## config.mk

```make
export PLATFORM = sky130hd
export DESIGN_NAME = cms_queue
export DESIGN_NICKNAME = d
export VERILOG_FILES = /design/src/rtl/cms_pkg.sv /design/src/rtl/cms_queue.sv
export SDC_FILE = /design/constraint.sdc
export NUM_CORES = 1
export LEC_CHECK = 0
export BUFFER_PORTS_ARGS = -buffer_cell sky130_fd_sc_hd__buf_2
export CORE_MARGIN = 3
export CORE_UTILIZATION = 30
export CTS_CLUSTER_DIAMETER = 60
export DETAILED_ROUTE_END_ITERATION = 8
export PLACE_DENSITY = 0.52
export SETUP_SLACK_MARGIN = 0.1
export SYNTH_ARGS = -nofsm -noshare
export SYNTH_HDL_FRONTEND = slang
export SYNTH_SLANG_ARGS = --single-unit
```

## constraint.sdc

```tcl
create_clock -name clock -period 2.4 [get_ports clock]
set_clock_uncertainty 0.15 [all_clocks]
set_input_delay 0.36 -clock clock [delete_from_list [all_inputs] [get_ports clock]]
set_output_delay 0.36 -clock clock [all_outputs]
set_load 0.02 [all_outputs]
```

## src/rtl/cms_pkg.sv

```systemverilog
// Shared types and constants for the count-min sketch block.
package cms_pkg;

   localparam int KEY_W = 64;
   localparam int CNT_W = 31;
   localparam int EST_W = 30;
   localparam int NUM_SEEDS = 3;
   // counters per row; the hash index is the low bits of the row hash
   localparam int ROW_WIDTH = 65536;

   typedef enum logic [1:0] {
      ACT_MARK  = 2'd0,
      ACT_COUNT = 2'd1,
      ACT_QUERY = 2'd2,
      ACT_NONE  = 2'd3
   } action_type;

   localparam logic [1:0] CSR_SEED0 = 2'd0;
   localparam logic [1:0] CSR_SEED1 = 2'd1;
   localparam logic [1:0] CSR_SEED2 = 2'd2;

   localparam logic [KEY_W-1:0] SEED0_RESET = 64'h0000_0000_dead_beef;
   localparam logic [KEY_W-1:0] SEED1_RESET = 64'h0000_0000_cafe_babe;
   localparam logic [KEY_W-1:0] SEED2_RESET = 64'h0000_0000_1234_5678;

   localparam logic [CNT_W-1:0] CNT_MAX = 31'h7fff_ffff;

   typedef enum logic [2:0] {
      ST_CLEAR,
      ST_IDLE,
      ST_READ,
      ST_WAIT,
      ST_WRITE,
      ST_OUT
   } state_type;

endpackage

```

## src/rtl/cms_queue.sv

```systemverilog
// Two-entry queue between the hash front end and the counter back end.
module cms_queue #(
   parameter int W = 8
) (
   input  logic         clock,
   input  logic         reset,
   input  logic         in_valid,
   output logic         in_stall,
   input  logic [W-1:0] in_data,
   output logic         out_valid,
   input  logic         out_stall,
   output logic [W-1:0] out_data
);
   import cms_pkg::*;

   logic [1:0][W-1:0] mem_ff;
   logic              wp_ff, rp_ff;
   logic [1:0]        cnt_ff;
   logic              push, pop;

   assign in_stall  = (cnt_ff == 2'd2);
   assign out_valid = (cnt_ff != 2'd0);
   assign out_data  = mem_ff[rp_ff];
   assign push      = in_valid && !in_stall;
   assign pop       = out_valid && !out_stall;

   always_ff @(posedge clock) begin
      if (push) begin
         mem_ff[wp_ff] <= in_data;
      end
      if (reset) begin
         wp_ff  <= 1'b0;
         rp_ff  <= 1'b0;
         cnt_ff <= 2'd0;
      end else begin
         if (push) wp_ff <= ~wp_ff;
         if (pop)  rp_ff <= ~rp_ff;
         cnt_ff <= cnt_ff + {1'b0, push} - {1'b0, pop};
      end
   end

   always_ff @(posedge clock) begin
      if (!reset) begin
         assert (cnt_ff <= 2'd2) else $error("queue count overflow");
      end
   end

endmodule

```

==> results of run 1 <==
[final cells by class]
| type | instances | area share |
|---|---|---|
| sequential | 20 | 0.568 |
| multi-input combinational | 26 | 0.215 |
| timing repair buffer | 21 | 0.106 |
| tap | 30 | 0.0380 |
| clock inverter | 1 | 0.0304 |
| clock buffer | 3 | 0.0228 |
| inverter | 5 | 0.0190 |
[path summary, 6_finish.rpt]
check                          to  cells past startpoint
max                   out_data[0]                      2
min           mem_ff[1]$_DFFE_PP_                      1
max reg2reg  cnt_ff[1]$_SDFF_PP0_                      8
min reg2reg    wp_ff$_SDFFE_PP0N_                      2
[registers in the layout (all words and copies together) (netlist names)]
| signal | flops |
|---|---|
| mem_ff | 16 |
| wp_ff | 1 |
| rp_ff | 1 |
| cnt_ff | 2 |
[synthesized netlist by cell type]
| library cell | n | area share |
|---|---|---|
| a21oi_1 | 1 | 0.0062 |
| a21oi_2 | 1 | 0.011 |
| and2_1 | 1 | 0.0078 |
| and3_1 | 1 | 0.0078 |
| buf_6 | 1 | 0.014 |
| dfxtp_1 | 4 | 0.10 |
| edfxtp_1 | 16 | 0.60 |
| ha_1 | 2 | 0.031 |
| inv_1 | 4 | 0.019 |
| inv_2 | 1 | 0.0047 |
| mux2_2 | 8 | 0.11 |
| nand2_1 | 1 | 0.0047 |
| nand2b_2 | 1 | 0.011 |
| nor2_1 | 3 | 0.014 |
| nor2b_1 | 1 | 0.0078 |
| nor3_1 | 1 | 0.0062 |
| o21ai_0 | 1 | 0.0062 |
| o21ai_1 | 1 | 0.0062 |
| or3_1 | 1 | 0.0078 |
| or3_4 | 1 | 0.014 |
| xor2_1 | 1 | 0.011 |
[routing by layer]
| layer | vias up | wire length [microns] |
|---|---|---|
| met1 | 225 | 546 |
| met5 | - | 0 |
| met3 | 2 | 91 |
| met4 | 0 | 19 |
| li1 | 234 | - |
| met2 | 15 | 594 |
[kinds of logic (layout without fill, tap and decap cells)]
family,count (synthesis),count (layout),synth area share
flip-flops,20,20,0.698
adder cells (fa/ha/maj),2,2,0.0311
buffers and inverters,6,30,0.0374
multiplexers,8,8,0.112
XOR/XNOR,1,1,0.0109
AND/OR/NAND/NOR,11,11,0.0810
AO/OA/AOI/OAI,4,4,0.0296
[per-stage QoR]
stage               instances  hold WS, ns  setup slack [ns]  power [mW]  instance area [sq um]
floorplan                  52        0.272             0.780       0.742                    803
global placement          102        0.348             0.703       0.829                    935
detailed placement        102        0.361             0.633       0.837                    935
CTS                       106       0.0803             0.404        1.11                    987
global route              106       0.0766             0.346        1.16                    987
finish                    106        0.100             0.452        1.09                    987
[power groups by stage]
stage / sequential (mW) / combinational [mW] / clock (mW)
after floorplan: 0.472 / 0.270 / 0
after global placement: 0.492 / 0.337 / 0
after detailed placement: 0.495 / 0.342 / 0
after CTS: 0.488 / 0.343 / 0.280
after global routing: 0.495 / 0.375 / 0.294
final: 0.486 / 0.335 / 0.266
[critical path, stage by stage, from the launching register on]
cell,delay (ns)
dfxtp_1,0.59
mux2_2,0.39
buf_2,0.16
[placed cells by master (no fill, tap or decap)]
cell and count:
buf_2 21, edfxtp_1 16, mux2_2 8, inv_1 4
dfxtp_1 4, nor2_1 3, clkbuf_4 3, ha_1 2
nand2b_2 1, nand2_1 1, inv_2 1, or3_4 1
and3_1 1, nor2b_1 1, o21ai_1 1, a21oi_2 1
o21ai_0 1, or3_1 1, a21oi_1 1, xor2_1 1
and2_1 1, nor3_1 1, bufinv_16 1
==> results_dict.tcl, run 1 <==
set metrics [dict create \
    criticalPathCategory "register to output pin" \
    htree_levels 1 \
    cts.clk_slew.worst_paths_ns 0.11 \
    nNetsFinal 91 \
    rrSetupSlack_ns 0.64 \
    seq_power_share 0.447 \
    final_util 0.391 \
    hpwl_microns 912 \
    cts_buffer_depth 2 \
    num_vias 476 \
    grt_max_degree 13 \
    finalSetupViolations 0 \
    overflow 0 \
    period_share 0.812 \
    yosysUniqueCellTypes 21 \
    rsz0062_at_grt "no" \
    rows 18 \
    crit_arrival_ns 1.44 \
    drt_iter0_markers 4 \
    root_buffer "clkbuf_4" \
    core_region_area_sq_mm 0.00252 \
    cp-end-kind "output pin" \
    use_met3 0.0312 \
    ys_seq_area_frac 0.698 \
    postCtsHoldBufs 0 \
    area.growth.synth_to_final_pct 22.9 \
    ir_drop_mv 0.399 \
    fmax_mhz 513 \
    cp-start-kind "register" \
    clock_sink_count 20 \
    worstMarginPinSlew_ns 0.422 \
    clk_latency_ns 0.29 \
    diodes 0 \
    ys_ff_latch 20 \
    cts_resized 0 \
    numCtsBuffers 3 \
    grtUsageTotal 0.0875 \
    use_met1 0.0952 \
    n_fill_cell 266 \
    drive_above_1_share 0.487 \
    grt_pass1_vias 510 \
    crit_start "rp_ff$_SDFFE_PP0P_" \
    p_switching_uw 330 \
    multi_input_area_sq_um 213 \
    synth_area_sq_um 803 \
    antenna_found_initial 0 \
    p_comb_frac 0.308 \
    intPower_uw 758 \
    synth_fp_nets 66 \
    drc_errors 0 \
    max_cap_violations 0 \
    postCtsSetupBuffers 0 \
    dieWidth_microns 57.7 \
    relSlewSlack 0.719 \
    die_h_microns 57.7 \
    min-delay-start "in_data[1]" \
    io_pins 22 \
    ant_nets 0 \
    routed_wl_mm 1.25 \
    detail_route.first_pass.iterations 2 \
    required_ns 1.89 \
    min_period_ns 1.95 \
    cp_max_fo 10 \
    tns_ns 0 \
    gp_congestion 0.655 \
    yosys_warnings 0 \
    clockPowerShare 0.245 \
    portBuffers 21 \
    min_path_type "input port to register" \
    slew_violations 0 \
    r2r-start "cnt_ff[1]$_SDFF_PP0_" \
    avgSynthCellArea_sq_um 15.4 \
    start_util 0.318 \
    wire_per_inst_microns 11.8 \
    switching_share 0.303 \
    status "finished, final reports clean" \
    power_density_mw_per_mm2 1100 \
    busiest_layer "met2" \
    leakage_nw 0.412 \
    gr-usage-met2 0.147 \
    synthCells 52 \
    finalHoldViolations 0 \
    viasPerCell 4.49 \
    grt_pass1_wl_mm 2.11 \
    dieArea_sq_mm 0.00333 \
    cts_tree "done" \
    regArea_sq_um 561 \
]
Power figures use the tool's default switching activity.
==> run 2, diff against run 1 <==
PLACE_DENSITY = 0.53   (was 0.52)
clock period = 1.6 ns   (was 2.4 ns; I/O delays follow)
==> results_dict.tcl, run 2 (synthesis gave the netlist of run 1 again) <==
set metrics [dict create \
    clk_latency_ns 0.29 \
    max_cap_violations 0 \
    num_vias 545 \
    intPower_mw 1.31 \
    clockPowerShare 0.121 \
    nNetsFinal 107 \
    viasPerCell 4.47 \
    clock_sink_count 20 \
    final_cells 122 \
    diodes 0 \
    numCtsBuffers 3 \
    root_buffer "clkbuf_4" \
    seq_power_share 0.385 \
    final_util 0.511 \
    layout_common_cells "16 x edfxtp_1, 11 x buf_2, 10 x buf_6" \
    largest_reg_flops 16 \
    ir_drop_mv 0.747 \
    io_pins 22 \
    switching_share 0.328 \
    tns_ns -0.341 \
    ant_nets 0 \
    regMostFlops "mem_ff" \
    violations "setup timing" \
    finalWorstSetupSlack_ns -0.0656 \
    cp-start-kind "register" \
    die_h_microns 57.7 \
    area.growth.synth_to_final_pct 60.6 \
    grt_pass1_wl_mm 2.39 \
    final_cell_area_sq_mm 0.00129 \
    finalSetupViolations 17 \
    place_ws_ns -0.0806 \
    min_period_ns 1.67 \
    leakage_nw 0.522 \
    start_util 0.318 \
    grtUsageTotal 0.0978 \
    routed_wl_mm 1.64 \
    cp-end-kind "register" \
    slew_violations 0 \
    gp_congestion 0.639 \
    power_density_mw_per_mm2 1510 \
    top_regs "mem_ff x16, cnt_ff x2" \
    wire_per_inst_microns 13.4 \
    period_share 1.04 \
    portBuffers 21 \
    dieArea_sq_mm 0.00333 \
    hpwl_microns 975 \
    overflow 0 \
    detail_route.first_pass.iterations 3 \
    cp_max_fo 3 \
    min_path_type "input port to register" \
    dieWidth_microns 57.7 \
    multi_input_area_sq_um 307 \
    n_fill_cell 230 \
    cts_buffer_depth 2 \
    criticalPathCategory "register to register" \
    grt_pass1_vias 548 \
    worstMarginPinSlew_ns 0.210 \
    final_common_cell "edfxtp_1" \
    drt_iter0_markers 2 \
    rsz0062_at_grt "yes" \
    cts_tree "done" \
    placement.cell_area_sq_um 956 \
    core_region_area_sq_mm 0.00252 \
    htree_levels 1 \
    regArea_sq_um 572 \
    antenna_found_initial 0 \
    status "complete, but fails checks" \
    relSlewSlack 0.860 \
    rows 18 \
    grt_max_degree 12 \
    p_switching_uw 642 \
    drive_above_1_share 0.620 \
    hold_ws_ns 0.0821 \
    fmax_mhz 600 \
    required_ns 1.67 \
    crit_arrival_ns 1.74 \
    cts.clk_slew.worst_paths_ns 0.11 \
    p_comb_frac 0.493 \
    drc_errors 0 \
    total_power_mw 1.95 \
    post-place-cells 103 \
    finalHoldViolations 0 \
]
-- run 2: area by class of cell --
| type | count | area share |
|---|---|---|
| clock buffer | 3 | 0.0175 |
| clock inverter | 1 | 0.00291 |
| sequential | 20 | 0.443 |
| inverter | 5 | 0.0194 |
| multi-input combinational | 26 | 0.238 |
| timing repair buffer | 37 | 0.250 |
| tap | 30 | 0.0291 |
-- run 2: critical path: stages (launching register included) --
cell and delay [ns]:
dfxtp_4 0.39, nand2b_4 0.14, nand2_4 0.05, ha_4 0.25
inv_2 0.04, ha_4 0.16, xor2_2 0.18, and2_4 0.14
nor3_2 0.10
-- run 2: path summary, 6_finish.rpt --
kind / depth (start not counted) / endpoint / slack, ns / start
max: 8 / cnt_ff[1]$_SDFF_PP0_ / -0.07 / cnt_ff[0]$_SDFF_PP0_
min: 3 / rp_ff$_SDFFE_PP0P_ / 0.08 / out_stall
max reg2reg: 8 / cnt_ff[1]$_SDFF_PP0_ / -0.07 / cnt_ff[0]$_SDFF_PP0_
min reg2reg: 2 / wp_ff$_SDFFE_PP0N_ / 0.38 / wp_ff$_SDFFE_PP0N_
-- run 2: routing by layer --
layer  GRT usage  part of all wire
met1       0.112              0.38
met2       0.166              0.56
met3      0.0200             0.046
met4      0.0596             0.012
met5           0                 0
-- run 2: repair_timing --
action	CTS	global route
setup buffers	3	3
gates resized for setup	4	42
hold buffers	9	0
pin swaps	3	6
setup endpoints to repair	17	28
endpoints found under the hold margin	18	0
-- run 2: power groups by stage --
stage	clock network, mW	logic [mW]	registers, mW
finish	0.237	0.964	0.753
global route	0.284	1.03	0.764
CTS	0.251	0.620	0.751
detailed placement	0	0.558	0.758
global placement	0	0.545	0.752
floorplan	0	0.423	0.721
==> run 3, diff against run 2 <==
GPL_TIMING_DRIVEN = 0   (was default)
PLACE_DENSITY = 0.52   (was 0.53)
clock period = 1.9 ns   (was 1.6 ns; I/O delays follow)
==> results_dict.tcl, run 3 (synthesis gave the netlist of run 1 again) <==
set metrics [dict create \
    grt_pass1_wl_mm 2.20 \
    multi_input_area_sq_um 225 \
    clk_latency_ns 0.30 \
    antenna_found_initial 0 \
    tns_ns 0 \
    cp_max_fo 10 \
    cts_buffer_depth 2 \
    drt_iter0_markers 7 \
    hold_ws_ns 0.0242 \
    final_common_cell "buf_2" \
    status "finished, final reports clean" \
    io_pins 22 \
    drive_above_1_share 0.524 \
    layout_common_cells "21 x buf_2, 16 x edfxtp_1, 8 x mux2_2" \
    top_regs "mem_ff x16, cnt_ff x2" \
    total_power_mw 1.44 \
    numCtsBuffers 3 \
    gp_congestion 0.729 \
    crit_arrival_ns 1.27 \
    routed_wl_mm 1.26 \
    slew_violations 0 \
    portBuffers 21 \
    overflow 0 \
    grtUsageTotal 0.0911 \
    fmax_mhz 585 \
    power_density_mw_per_mm2 1340 \
    final_cell_area_sq_mm 0.00107 \
    max_stage_delay_ns 0.35 \
    worstPathCellList "buf_8, mux2_2, buf_2" \
    dieWidth_microns 57.7 \
    rsz0062_at_grt "no" \
    core_region_area_sq_mm 0.00252 \
    postCtsSetupBuffers 0 \
    detail_route.first_pass.iterations 2 \
    criticalPathCategory "register to output pin" \
    finalWorstSetupSlack_ns 0.191 \
    grt_pass1_vias 508 \
    clock_sink_count 20 \
    start_util 0.318 \
    area.growth.synth_to_final_pct 33.0 \
    diodes 0 \
    dieArea_sq_mm 0.00333 \
    period_share 0.900 \
    regArea_sq_um 564 \
    cts.clk_slew.worst_paths_ns 0.12 \
    min_path_type "input port to register" \
    largest_reg_flops 16 \
    nNetsFinal 97 \
    min_period_ns 1.71 \
    viasPerCell 4.31 \
    ant_nets 0 \
    cp_num_buf_inv 2 \
    cp_slowest_cell "dfxtp_2" \
    place_ws_ns 0.176 \
    hpwl_microns 905 \
    root_buffer "clkbuf_4" \
    ir_drop_mv 0.582 \
    max_cap_violations 0 \
    cts_tree "done" \
    finalSetupViolations 0 \
    htree_levels 1 \
    worstMarginPinSlew_ns 0.414 \
    drc_errors 0 \
    cp-end-kind "output pin" \
    placement.cell_area_sq_um 946 \
    die_h_microns 57.7 \
    rows 18 \
    required_ns 1.46 \
    critPathTopFamily "flip-flops" \
    cp-start-kind "register" \
    n_fill_cell 247 \
    num_vias 483 \
    grt_max_degree 13 \
    finalHoldViolations 0 \
    relSlewSlack 0.724 \
    wire_per_inst_microns 11.3 \
    leakage_nw 0.444 \
    regMostFlops "mem_ff" \
]
[run 3: cell count changes in the layout (fill, tap and decap cells not counted), sizes merged]
cell,change
buf,-6
inv,+1
dlygate4sd3,-4
bufinv,+1
clkinvlp,-1
clkinv,-1
[run 3: worst paths after layout]
| check | slack [ns] | cells after the start | to | from |
|---|---|---|---|---|
| max | 0.19 | 3 | out_data[0] | rp_ff$_SDFFE_PP0P_ |
| min | 0.02 | 1 | mem_ff[14]$_DFFE_PP_ | in_data[6] |
| max reg2reg | 0.22 | 8 | cnt_ff[1]$_SDFF_PP0_ | cnt_ff[0]$_SDFF_PP0_ |
| min reg2reg | 0.37 | 2 | wp_ff$_SDFFE_PP0N_ | wp_ff$_SDFFE_PP0N_ |
[run 3: power breakdown]
group	switching, mW	internal (mW)	leakage (nW)
combinational	0.269	0.216	0.232
clock	0.128	0.213	0.0279
sequential	0.0408	0.568	0.184
[run 3: cell type report]
cell class	instances	area share
Sequential cell	20	0.528
Timing Repair Buffer	26	0.145
Buffer	1	0.0141
Clock buffer	3	0.0211
Clock inverter	1	0.0281
Multi-Input combinational cell	26	0.211
Tap cell	30	0.0351
Inverter	5	0.0176
[run 3: per-layer routing]
layer / GRT usage / up-vias / routed length [microns]
li1: - / 245 / -
met1: 0.106 / 221 / 548
met2: 0.145 / 15 / 624
met3: 0.0267 / 2 / 77
met4: 0.0596 / 0 / 13
met5: 0 / - / 0
[run 3: what timing repair did]
| action | CTS | global route |
|---|---|---|
| resized for setup | 0 | 7 |
| endpoints found under the setup margin | 0 | 8 |
| hold buffers | 0 | 5 |
| hold endpoints to repair | 0 | 9 |
[run 3: metrics by stage]
step / instances / util
finish: 112 / 0.424
global route: 112 / 0.424
CTS: 107 / 0.396
detailed placement: 103 / 0.375
global placement: 103 / 0.375
floorplan: 52 / -
